### config.mk
export PLATFORM = sky130hd
export DESIGN_NAME = life_automaton_grid
export DESIGN_NICKNAME = d
export VERILOG_FILES = /design/src/sv/lag_pkg.sv /design/src/sv/lag_row_mem.sv /design/src/sv/lag_lane.sv /design/src/sv/lag_merge.sv /design/src/sv/life_automaton_grid.sv
export SDC_FILE = /design/constraint.sdc
export NUM_CORES = 2
export LEC_CHECK = 0
export ABC_CLOCK_PERIOD_IN_PS = 10300
export BUFFER_PORTS_ARGS = -buffer_cell sky130_fd_sc_hd__buf_2
export CORE_MARGIN = 2
export CORE_UTILIZATION = 57
export DETAILED_ROUTE_END_ITERATION = 10
export PLACE_DENSITY = 0.76
export SYNTH_ARGS = -nofsm -noshare
export SYNTH_HDL_FRONTEND = slang
export SYNTH_SLANG_ARGS = --single-unit
export TNS_END_PERCENT = 10
### constraint.sdc
create_clock -name clk_i -period 10.3 [get_ports clk_i]
set_input_delay 2.06 -clock clk_i [delete_from_list [all_inputs] [get_ports clk_i]]
set_output_delay 2.06 -clock clk_i [all_outputs]
set_load 0.1 [all_outputs]
### src/sv/lag_pkg.sv
// ----------------------------------------------------------------------------
// lag_pkg
// Shared types and constants of the life automaton grid: item structs,
// command and register codes, lane geometry and the sequencer states.
// ----------------------------------------------------------------------------
`default_nettype none

package lag_pkg;

  localparam int ROW_W  = 64;
  localparam int LANES  = 4;
  localparam int LANE_W = ROW_W / LANES;

  // command codes
  localparam logic [1:0] CMD_WRITE = 2'd0;
  localparam logic [1:0] CMD_RUN   = 2'd1;
  localparam logic [1:0] CMD_READ  = 2'd2;

  // configuration register indexes
  localparam logic [1:0] CFG_WIDTH  = 2'd0;
  localparam logic [1:0] CFG_HEIGHT = 2'd1;
  localparam logic [1:0] CFG_GENS   = 2'd2;

  localparam logic [6:0]  WIDTH_RST  = 7'd64;
  localparam logic [6:0]  HEIGHT_RST = 7'd64;
  localparam logic [15:0] GENS_RST   = 16'd1;

  typedef struct packed {
    logic [1:0]       cmd;
    logic [5:0]       row_index;
    logic [ROW_W-1:0] row_cells;
  } in_item_t;

  typedef struct packed {
    logic [ROW_W-1:0] row_data;
    logic             index_error;
  } out_item_t;

  // three-row window slice for one lane, one guard column on each side
  typedef struct packed {
    logic [LANE_W+1:0] up;
    logic [LANE_W+1:0] cur;
    logic [LANE_W+1:0] down;
  } lane_win_t;

  typedef enum logic [2:0] {
    ST_IDLE,
    ST_READ,
    ST_PRIME,
    ST_LOAD,
    ST_SWEEP
  } lag_state_e;

endpackage

`default_nettype wire

### src/sv/lag_row_mem.sv
// ----------------------------------------------------------------------------
// lag_row_mem
// Row store of the cell grid: one write port, one registered read port, and
// a valid bit per row so that rows never written read as all dead.
// ----------------------------------------------------------------------------
`default_nettype none

module lag_row_mem
  import lag_pkg::*;
#(
  parameter int DEPTH = 64,
  parameter int AW    = 6
) (
  input  wire logic             clk_i,
  input  wire logic             rst_ni,
  input  wire logic             we_i,
  input  wire logic [AW-1:0]    waddr_i,
  input  wire logic [ROW_W-1:0] wdata_i,
  input  wire logic [AW-1:0]    raddr_i,
  output logic      [ROW_W-1:0] rdata_o
);

  logic [ROW_W-1:0] mem_q [DEPTH];
  logic [DEPTH-1:0] vld_q;
  logic [ROW_W-1:0] rdata_q;
  logic             rvld_q;

  always_ff @(posedge clk_i) begin
    if (we_i) begin
      mem_q[waddr_i] <= wdata_i;
    end
    rdata_q <= mem_q[raddr_i];
  end

  always_ff @(posedge clk_i or negedge rst_ni) begin
    if (!rst_ni) begin
      vld_q  <= '0;
      rvld_q <= 1'b0;
    end else begin
      if (we_i) begin
        vld_q[waddr_i] <= 1'b1;
      end
      rvld_q <= vld_q[raddr_i];
    end
  end

  assign rdata_o = rvld_q ? rdata_q : '0;

endmodule

`default_nettype wire

### src/sv/lag_lane.sv
// ----------------------------------------------------------------------------
// lag_lane
// One lane of the generation step: counts the eight neighbours of each cell
// in its slice and applies the birth-on-three, survive-on-two-or-three rule.
// ----------------------------------------------------------------------------
`default_nettype none

module lag_lane
  import lag_pkg::*;
(
  input  wire lane_win_t         win_i,
  output logic      [LANE_W-1:0] next_o
);

  always_comb begin
    logic [3:0] cnt;
    for (int i = 0; i < LANE_W; i++) begin
      cnt = 4'(win_i.up[i])   + 4'(win_i.up[i+1])   + 4'(win_i.up[i+2]) +
            4'(win_i.cur[i])                        + 4'(win_i.cur[i+2]) +
            4'(win_i.down[i]) + 4'(win_i.down[i+1]) + 4'(win_i.down[i+2]);
      next_o[i] = (cnt == 4'd3) || ((cnt == 4'd2) && win_i.cur[i+1]);
    end
  end

endmodule

`default_nettype wire

### src/sv/lag_merge.sv
// ----------------------------------------------------------------------------
// lag_merge
// Joins the lane results into one row word and clears the columns beyond the
// grid width.
// ----------------------------------------------------------------------------
`default_nettype none

module lag_merge
  import lag_pkg::*;
(
  input  wire logic [LANES-1:0][LANE_W-1:0] lanes_i,
  input  wire logic [ROW_W-1:0]             mask_i,
  output logic      [ROW_W-1:0]             row_o
);

  assign row_o = lanes_i & mask_i;

endmodule

`default_nettype wire

### src/sv/life_automaton_grid.sv
// ----------------------------------------------------------------------------
// life_automaton_grid
// Bounded Game of Life engine (B3/S23) on a grid of up to 64 by 64 cells.
// ----------------------------------------------------------------------------
// The grid lives in a row memory, one 64-bit word per row, bit x being
// column x; cells outside the configured width and height count as dead.
// Every accepted item gives exactly one result item. Write and unused
// commands, and a read of a row outside the grid, answer straight from the
// result register; a read in range first passes the registered memory read.
// A run command answers at once when generation_count is zero; else each
// generation sweeps the rows once through a three-row window, one row per
// cycle, paced by the single read port of the row memory, after the PRIME
// and LOAD states have filled the window. The next row is worked out by
// four lanes of 16 columns side by side and merged into one word that is
// written back the same cycle. Items are taken one at a time; a new item is
// accepted while the previous result is being taken. After reset all cells
// read as dead at once: per-row valid bits stand in for a clearing pass.
// ----------------------------------------------------------------------------
`default_nettype none

module life_automaton_grid
  import lag_pkg::*;
#(
  parameter int MAX_SIDE = 64
) (
  input  wire logic      clk_i,
  input  wire logic      rst_ni,
  // command items
  input  wire logic      in_valid_i,
  output logic           in_ready_o,
  input  wire in_item_t  in_i,
  // result items
  output logic           out_valid_o,
  input  wire logic      out_ready_i,
  output out_item_t      out_o,
  // configuration writes
  input  wire logic        cfg_we_i,
  input  wire logic [1:0]  cfg_index_i,
  input  wire logic [15:0] cfg_data_i
);

  localparam int         AW       = $clog2(MAX_SIDE);
  localparam logic [6:0] SIDE_MAX = 7'(MAX_SIDE);

  // configuration registers
  logic [6:0]  width_q;
  logic [6:0]  height_q;
  logic [15:0] gens_q;

  // sequencer and datapath state
  lag_state_e       state_q, state_d;
  logic [AW-1:0]    cursor_q, cursor_d;
  logic [15:0]      gens_left_q, gens_left_d;
  logic [ROW_W-1:0] up_q, up_d;
  logic [ROW_W-1:0] cur_q, cur_d;
  logic             out_valid_q, out_valid_d;
  out_item_t        out_q, out_d;

  // memory port
  logic             mem_we;
  logic [AW-1:0]    mem_waddr;
  logic [ROW_W-1:0] mem_wdata;
  logic [AW-1:0]    mem_raddr;
  logic [ROW_W-1:0] rd_row;

  // derived values
  logic [6:0]       eff_w, eff_h;
  logic [ROW_W-1:0] wmask;
  logic             in_range;
  logic             accept;
  logic [6:0]       cursor7, nx1, nx2;
  logic             down_ok, nx2_ok;
  logic [ROW_W-1:0] rd_masked, down_row, new_row;

  // ---------------------------------------------------------------------
  // configuration
  // ---------------------------------------------------------------------
  always_ff @(posedge clk_i or negedge rst_ni) begin
    if (!rst_ni) begin
      width_q  <= WIDTH_RST;
      height_q <= HEIGHT_RST;
      gens_q   <= GENS_RST;
    end else if (cfg_we_i) begin
      case (cfg_index_i)
        CFG_WIDTH:  width_q  <= cfg_data_i[6:0];
        CFG_HEIGHT: height_q <= cfg_data_i[6:0];
        CFG_GENS:   gens_q   <= cfg_data_i;
        default:    ;  // unknown register, ignored
      endcase
    end
  end

  // zero counts as one, anything above the grid side is clamped
  always_comb begin
    if (width_q == 7'd0)          eff_w = 7'd1;
    else if (width_q > SIDE_MAX)  eff_w = SIDE_MAX;
    else                          eff_w = width_q;
    if (height_q == 7'd0)         eff_h = 7'd1;
    else if (height_q > SIDE_MAX) eff_h = SIDE_MAX;
    else                          eff_h = height_q;
  end

  // columns in use
  always_comb begin
    for (int x = 0; x < ROW_W; x++) begin
      wmask[x] = 7'(x) < eff_w;
    end
  end

  assign in_range = {1'b0, in_i.row_index} < eff_h;
  assign accept   = in_valid_i && in_ready_o;

  // sweep bookkeeping: row below the cursor and the row to fetch next
  assign cursor7 = 7'(cursor_q);
  assign nx1     = cursor7 + 7'd1;
  assign nx2     = cursor7 + 7'd2;
  assign down_ok = nx1 < eff_h;
  assign nx2_ok  = nx2 < eff_h;

  assign rd_masked = rd_row & wmask;
  assign down_row  = down_ok ? rd_masked : '0;

  // ---------------------------------------------------------------------
  // row memory
  // ---------------------------------------------------------------------
  lag_row_mem #(
    .DEPTH (MAX_SIDE),
    .AW    (AW)
  ) u_mem (
    .clk_i   (clk_i),
    .rst_ni  (rst_ni),
    .we_i    (mem_we),
    .waddr_i (mem_waddr),
    .wdata_i (mem_wdata),
    .raddr_i (mem_raddr),
    .rdata_o (rd_row)
  );

  // ---------------------------------------------------------------------
  // generation lanes and merge
  // ---------------------------------------------------------------------
  logic [ROW_W+1:0]              up_pad, cur_pad, down_pad;
  logic [LANES-1:0][LANE_W-1:0]  lane_next;

  // one dead guard column on each side of the row
  assign up_pad   = {1'b0, up_q,     1'b0};
  assign cur_pad  = {1'b0, cur_q,    1'b0};
  assign down_pad = {1'b0, down_row, 1'b0};

  for (genvar l = 0; l < LANES; l++) begin : g_lane
    lane_win_t win;
    assign win.up   = up_pad[l*LANE_W +: LANE_W+2];
    assign win.cur  = cur_pad[l*LANE_W +: LANE_W+2];
    assign win.down = down_pad[l*LANE_W +: LANE_W+2];

    lag_lane u_lane (
      .win_i  (win),
      .next_o (lane_next[l])
    );
  end

  lag_merge u_merge (
    .lanes_i (lane_next),
    .mask_i  (wmask),
    .row_o   (new_row)
  );

  // ---------------------------------------------------------------------
  // sequencer: next state
  // ---------------------------------------------------------------------
  always_comb begin
    state_d = state_q;
    case (state_q)
      ST_IDLE: begin
        if (accept) begin
          if (in_i.cmd == CMD_READ && in_range) begin
            state_d = ST_READ;
          end else if (in_i.cmd == CMD_RUN && gens_q != 16'd0) begin
            state_d = ST_PRIME;
          end
        end
      end
      ST_READ:  state_d = ST_IDLE;
      ST_PRIME: state_d = ST_LOAD;
      ST_LOAD:  state_d = ST_SWEEP;
      ST_SWEEP: begin
        // last row of the generation
        if (!down_ok) begin
          state_d = (gens_left_q == 16'd1) ? ST_IDLE : ST_PRIME;
        end
      end
      default:  state_d = ST_IDLE;
    endcase
  end

  // ---------------------------------------------------------------------
  // sequencer: handshake and memory control
  // ---------------------------------------------------------------------
  always_comb begin
    in_ready_o = 1'b0;
    mem_we     = 1'b0;
    mem_waddr  = '0;
    mem_wdata  = '0;
    mem_raddr  = '0;
    case (state_q)
      ST_IDLE: begin
        // result register is free or emptied this cycle
        in_ready_o = !out_valid_q || out_ready_i;
        if (in_valid_i && in_range) begin
          if (in_i.cmd == CMD_WRITE) begin
            mem_we    = in_ready_o;
            mem_waddr = AW'(in_i.row_index);
            mem_wdata = in_i.row_cells & wmask;
          end
          mem_raddr = AW'(in_i.row_index);
        end
      end
      ST_PRIME: mem_raddr = '0;
      ST_LOAD:  mem_raddr = (eff_h > 7'd1) ? AW'(1) : '0;
      ST_SWEEP: begin
        mem_we    = 1'b1;
        mem_waddr = cursor_q;
        mem_wdata = new_row;
        mem_raddr = nx2_ok ? AW'(nx2) : '0;
      end
      default: ;
    endcase
  end

  // ---------------------------------------------------------------------
  // datapath next values
  // ---------------------------------------------------------------------
  always_comb begin
    cursor_d    = cursor_q;
    gens_left_d = gens_left_q;
    up_d        = up_q;
    cur_d       = cur_q;
    out_valid_d = out_valid_q;
    out_d       = out_q;
    if (out_valid_q && out_ready_i) begin
      out_valid_d = 1'b0;
    end
    case (state_q)
      ST_IDLE: begin
        if (accept) begin
          out_d.row_data    = '0;
          out_d.index_error = 1'b0;
          case (in_i.cmd)
            CMD_WRITE: begin
              out_d.index_error = !in_range;
              out_valid_d       = 1'b1;
            end
            CMD_RUN: begin
              gens_left_d = gens_q;
              // zero generations: grid untouched, answer at once
              out_valid_d = (gens_q == 16'd0);
            end
            CMD_READ: begin
              out_d.index_error = !in_range;
              out_valid_d       = !in_range;
            end
            default: out_valid_d = 1'b1;
          endcase
        end
      end
      ST_READ: begin
        out_d.row_data    = rd_masked;
        out_d.index_error = 1'b0;
        out_valid_d       = 1'b1;
      end
      ST_PRIME: ;
      ST_LOAD: begin
        up_d     = '0;
        cur_d    = rd_masked;
        cursor_d = '0;
      end
      ST_SWEEP: begin
        up_d  = cur_q;
        cur_d = down_row;
        if (!down_ok) begin
          cursor_d    = '0;
          gens_left_d = gens_left_q - 16'd1;
          if (gens_left_q == 16'd1) begin
            out_d.row_data    = '0;
            out_d.index_error = 1'b0;
            out_valid_d       = 1'b1;
          end
        end else begin
          cursor_d = AW'(nx1);
        end
      end
      default: ;
    endcase
  end

  // control registers
  always_ff @(posedge clk_i or negedge rst_ni) begin
    if (!rst_ni) begin
      state_q     <= ST_IDLE;
      cursor_q    <= '0;
      gens_left_q <= '0;
      out_valid_q <= 1'b0;
    end else begin
      state_q     <= state_d;
      cursor_q    <= cursor_d;
      gens_left_q <= gens_left_d;
      out_valid_q <= out_valid_d;
    end
  end

  // payload registers
  always_ff @(posedge clk_i) begin
    up_q  <= up_d;
    cur_q <= cur_d;
    out_q <= out_d;
  end

  assign out_valid_o = out_valid_q;
  assign out_o       = out_q;

endmodule

`default_nettype wire

==> results.json <==
{
  "status": "finished clean",
  "numCtsBuffers": 428,
  "yosys_register_bits": 4474,
  "finalHoldViolations": 0,
  "max_slew.worst_pin.slew_ns": 1.41,
  "synth_edf_count": 4289,
  "relSlewSlack": 0.0567,
  "port_buffer_count": 161,
  "design.core.area_um2": 325000,
  "dieArea_um2": 331000,
  "initialDrtViolationCount": 18000,
  "timing.max_cap.violations": 0,
  "cts.htree.levels": 5,
  "timing.final.setup_violations": 0,
  "post-route-min-period_ns": 6.98,
  "period_share": 0.678,
  "netlist_area_um2": 186000,
  "final_nets": 11900,
  "final_area_um2": 208000,
  "synth-async-reset-ratio": 0.0270,
  "die_w_um": 575,
  "number_of_placement_rows": 209,
  "postRouteWirelength_mm": 566,
  "critical_path_arrival_ns": 7.61,
  "rsz0062_at_grt": "no",
  "maximum_fanout_count_along_the_critical_path": 64,
  "finalSetupTns_ns": 0,
  "start_util": 0.573,
  "clk_pin_slew_worst_paths_ns": 0.07,
  "vias_per_cell": 6.84,
  "ios": 162,
  "critPathRequiredTime_ns": 10.93,
  "ys.flop_type": "sky130_fd_sc_hd__edfxtp_1",
  "startpoint_type": "flop",
  "clock_skew_ns": 0.0468,
  "clkLatencyLatePin_ns": 0.99,
  "critPathKind": "flop to flop",
  "worst_hold_path_type": "flop to flop",
  "final_layout_size_suffix_gt1_frac": 0.117,
  "global_route.usage.total": 0.335,
  "global_route.overflow_total": 0,
  "detail_route.wl_per_cell_um": 35.3,
  "yosys.cell_types.count": 74,
  "area_growth_syn_to_layout_pct": 11.6,
  "power_per_cell_area_nw_per_um2": 259,
  "syn_inst": 11000,
  "report.final.slew_viol_count": 0,
  "postPlaceCellArea_um2": 194000,
  "fillers": 21500,
  "remaining_antenna_violation_count_after_routing": 0,
  "seq_area_frac_synth": 0.715,
  "cts-root-buf": "sky130_fd_sc_hd__clkbuf_16",
  "cp-end-kind": "flop",
  "max_clock_freq_ghz": 0.143,
  "ir_drop_v": 0.000293,
  "vias": 110000,
  "dp_hpwl_mm": 314,
  "first_global_vias": 106000,
  "drc_errors": 0,
  "grt_start_max_net_pins": 147,
  "power.static_leakage_uw": 0.0685,
  "hold_buffers": 0,
  "cts_resized": 0,
  "antenna_found_initial": 38,
  "syn-num-nets": 11600,
  "tritoncts": "built",
  "die_h_um": 575,
  "clock-sinks": 4474,
  "first_pass_grt_wire_length_mm": 785,
  "dr.pass1.iters": 6,
  "yosysWarningCount": 0,
  "postSynthAreaPerCell_um2": 16.9,
  "post_cts_buffers": 0,
  "routabilityCongestion": 0.921,
  "clockBufferDepth": 4
}
-- placed cells by master (no fill, tap or decap), types with 22 or more instances in the layout --
cell	n
sky130_fd_sc_hd__clkinv_1	55
sky130_fd_sc_hd__xor2_1	39
sky130_fd_sc_hd__a2111oi_0	27
sky130_fd_sc_hd__nor3_1	42
sky130_fd_sc_hd__nand2_1	149
sky130_fd_sc_hd__fa_1	198
sky130_fd_sc_hd__xnor2_1	22
sky130_fd_sc_hd__o22a_1	1004
sky130_fd_sc_hd__clkbuf_16	437
sky130_fd_sc_hd__nor4_1	68
sky130_fd_sc_hd__nor2_4	68
sky130_fd_sc_hd__inv_1	516
sky130_fd_sc_hd__nand3_1	91
sky130_fd_sc_hd__a21oi_1	87
sky130_fd_sc_hd__buf_4	228
sky130_fd_sc_hd__nor2b_1	34
sky130_fd_sc_hd__ha_1	267
sky130_fd_sc_hd__or4_1	55
sky130_fd_sc_hd__clkbuf_1	126
sky130_fd_sc_hd__dfrtp_1	117
sky130_fd_sc_hd__or2_2	92
sky130_fd_sc_hd__clkinv_2	67
sky130_fd_sc_hd__or3_1	46
sky130_fd_sc_hd__bufinv_16	25
sky130_fd_sc_hd__a41o_1	34
sky130_fd_sc_hd__a31oi_1	41
sky130_fd_sc_hd__o22ai_1	41
sky130_fd_sc_hd__a41oi_1	225
sky130_fd_sc_hd__clkbuf_8	41
sky130_fd_sc_hd__buf_2	160
sky130_fd_sc_hd__diode_2	24
sky130_fd_sc_hd__mux2i_1	2087
sky130_fd_sc_hd__o21ai_0	70
sky130_fd_sc_hd__edfxtp_1	4289
sky130_fd_sc_hd__nor2_1	393
sky130_fd_sc_hd__dfxtp_1	64
sky130_fd_sc_hd__buf_12	60
sky130_fd_sc_hd__mux2_2	29
-- sequential cells by signal, summed over array words and instances, names as in the netlist, 16 cells and up --
name           flops
out_o             65
gens_left_q       16
u_mem.mem_q     4096
u_mem.vld_q       64
up_q              64
gens_q            16
u_mem.rdata_q     64
cur_q             64
-- power by group --
part           internal (uW)  total (uW)  switching [uW]
logic                   5660       16100           10400
registers              21300       22200             894
clock network           8760       15600            6830
-- routing by layer --
| metal | routed length [um] | global-route usage | vias to the layer above | share of wire |
|---|---|---|---|---|
| li1 | - | - | 44000 | - |
| met1 | 198000 | 0.444 | 55400 | 0.35 |
| met2 | 253000 | 0.507 | 8766 | 0.45 |
| met3 | 83200 | 0.0995 | 1630 | 0.15 |
| met4 | 31300 | 0.168 | 12 | 0.055 |
| met5 | 229 | 0.00287 | - | 0.00040 |
-- kinds of logic (layout without fill, tap and decap cells) --
logic type,Yosys count,after routing,synth area share
XOR/XNOR,61,61,0.00287
buffers and inverters,1113,1770,0.0252
multiplexers,2116,2116,0.114
AO/OA/AOI/OAI,1653,1653,0.0729
flip-flops,4474,4474,0.715
other,0,24,0
adder cells (fa/ha/maj),465,465,0.0393
AND/OR/NAND/NOR,1157,1157,0.0304
-- through the flow --
step                hold WS, ns  std cells   util  setup WS [ns]  total power (uW)
global route              0.481      16000  0.640           3.01             55600
finish                    0.471      16000  0.640           3.32             53800
global placement          0.450      15200  0.597           2.72             37400
CTS                       0.467      16000  0.640           3.48             53500
floorplan                 0.439      11000      -           1.06             33200
detailed placement        0.454      15200  0.597           2.76             38100
-- final timing paths --
| check | cells past startpoint | from | to | slack (ns) |
|---|---|---|---|---|
| worst min-delay path | 1 | u_mem.vld_q[50] | u_mem.vld_q[50] | 0.47 |
| worst max register to register | 22 | cursor_q[2] | u_mem.mem_q[4][23] | 3.32 |
| worst min register to register | 1 | u_mem.vld_q[50] | u_mem.vld_q[50] | 0.47 |
| worst max-delay path | 22 | cursor_q[2] | u_mem.mem_q[4][23] | 3.32 |
| min in group asynchronous | 1 | rst_ni | gens_left_q[13] | 1.11 |
| max in group asynchronous | 2 | rst_ni | u_mem.vld_q[48] | 7.61 |
-- worst max-delay path: stages (launching register included) --
cell,delay (ns)
sky130_fd_sc_hd__dfrtp_1,0.50
sky130_fd_sc_hd__ha_1,0.31
sky130_fd_sc_hd__nand4_1,0.14
sky130_fd_sc_hd__xnor2_1,0.30
sky130_fd_sc_hd__ha_1,0.31
sky130_fd_sc_hd__a21oi_1,0.12
sky130_fd_sc_hd__a21boi_0,0.11
sky130_fd_sc_hd__or2_2,0.29
sky130_fd_sc_hd__buf_4,0.33
sky130_fd_sc_hd__nor2_1,0.18
sky130_fd_sc_hd__buf_4,0.26
sky130_fd_sc_hd__nand2_1,0.18
sky130_fd_sc_hd__fa_1,0.48
sky130_fd_sc_hd__inv_1,0.08
sky130_fd_sc_hd__fa_1,0.19
sky130_fd_sc_hd__inv_1,0.06
sky130_fd_sc_hd__fa_1,0.38
sky130_fd_sc_hd__a2111oi_0,0.41
sky130_fd_sc_hd__a21oi_1,0.08
sky130_fd_sc_hd__nor4_1,0.83
sky130_fd_sc_hd__a21oi_1,0.18
sky130_fd_sc_hd__nor2_4,0.17
sky130_fd_sc_hd__buf_4,0.62
-- cell type report --
| cell class | instances | area, um^2 | share of cell area |
|---|---|---|---|
| diodes | 24 | 60.1 | 0.000289 |
| clock buffers | 604 | 12000 | 0.0576 |
| clock inverters | 199 | 1950 | 0.00937 |
| inverters | 518 | 1950 | 0.00938 |
| multi-input cells | 5452 | 49500 | 0.238 |
| flip-flops and latches | 4474 | 133000 | 0.641 |
| well taps | 4325 | 5410 | 0.0261 |
| repair buffers | 449 | 3740 | 0.0180 |
-- cell usage after synthesis, types with 16 or more instances --
library cell	number	area, um^2
sky130_fd_sc_hd__nand2_1	155	582
sky130_fd_sc_hd__a41o_1	35	350
sky130_fd_sc_hd__xnor2_1	22	193
sky130_fd_sc_hd__o22ai_1	45	282
sky130_fd_sc_hd__dfrtp_1	118	2950
sky130_fd_sc_hd__a41oi_1	225	1970
sky130_fd_sc_hd__a31oi_1	41	257
sky130_fd_sc_hd__nor4_1	71	444
sky130_fd_sc_hd__mux2_2	29	327
sky130_fd_sc_hd__inv_1	517	1940
sky130_fd_sc_hd__xor2_1	39	342
sky130_fd_sc_hd__a22oi_1	20	150
sky130_fd_sc_hd__nor2b_1	34	213
sky130_fd_sc_hd__a21oi_1	93	465
sky130_fd_sc_hd__buf_4	31	233
sky130_fd_sc_hd__mux2i_1	2087	20900
sky130_fd_sc_hd__a211oi_1	16	120
sky130_fd_sc_hd__o22a_1	1004	8790
sky130_fd_sc_hd__nor3_1	51	255
sky130_fd_sc_hd__buf_2	272	1360
sky130_fd_sc_hd__fa_1	198	3960
sky130_fd_sc_hd__ha_1	267	3340
sky130_fd_sc_hd__nor2_1	463	1740
sky130_fd_sc_hd__nand3_1	99	495
sky130_fd_sc_hd__or2_2	92	576
sky130_fd_sc_hd__clkbuf_1	244	916
sky130_fd_sc_hd__or4_1	55	413
sky130_fd_sc_hd__or3_1	52	325
sky130_fd_sc_hd__dfxtp_1	64	1280
sky130_fd_sc_hd__a2111oi_0	28	245
sky130_fd_sc_hd__o21ai_0	87	435
sky130_fd_sc_hd__edfxtp_1	4289	129000
sky130_fd_sc_hd__buf_1	41	154
Note: power is estimated with default switching activity, not from simulation.
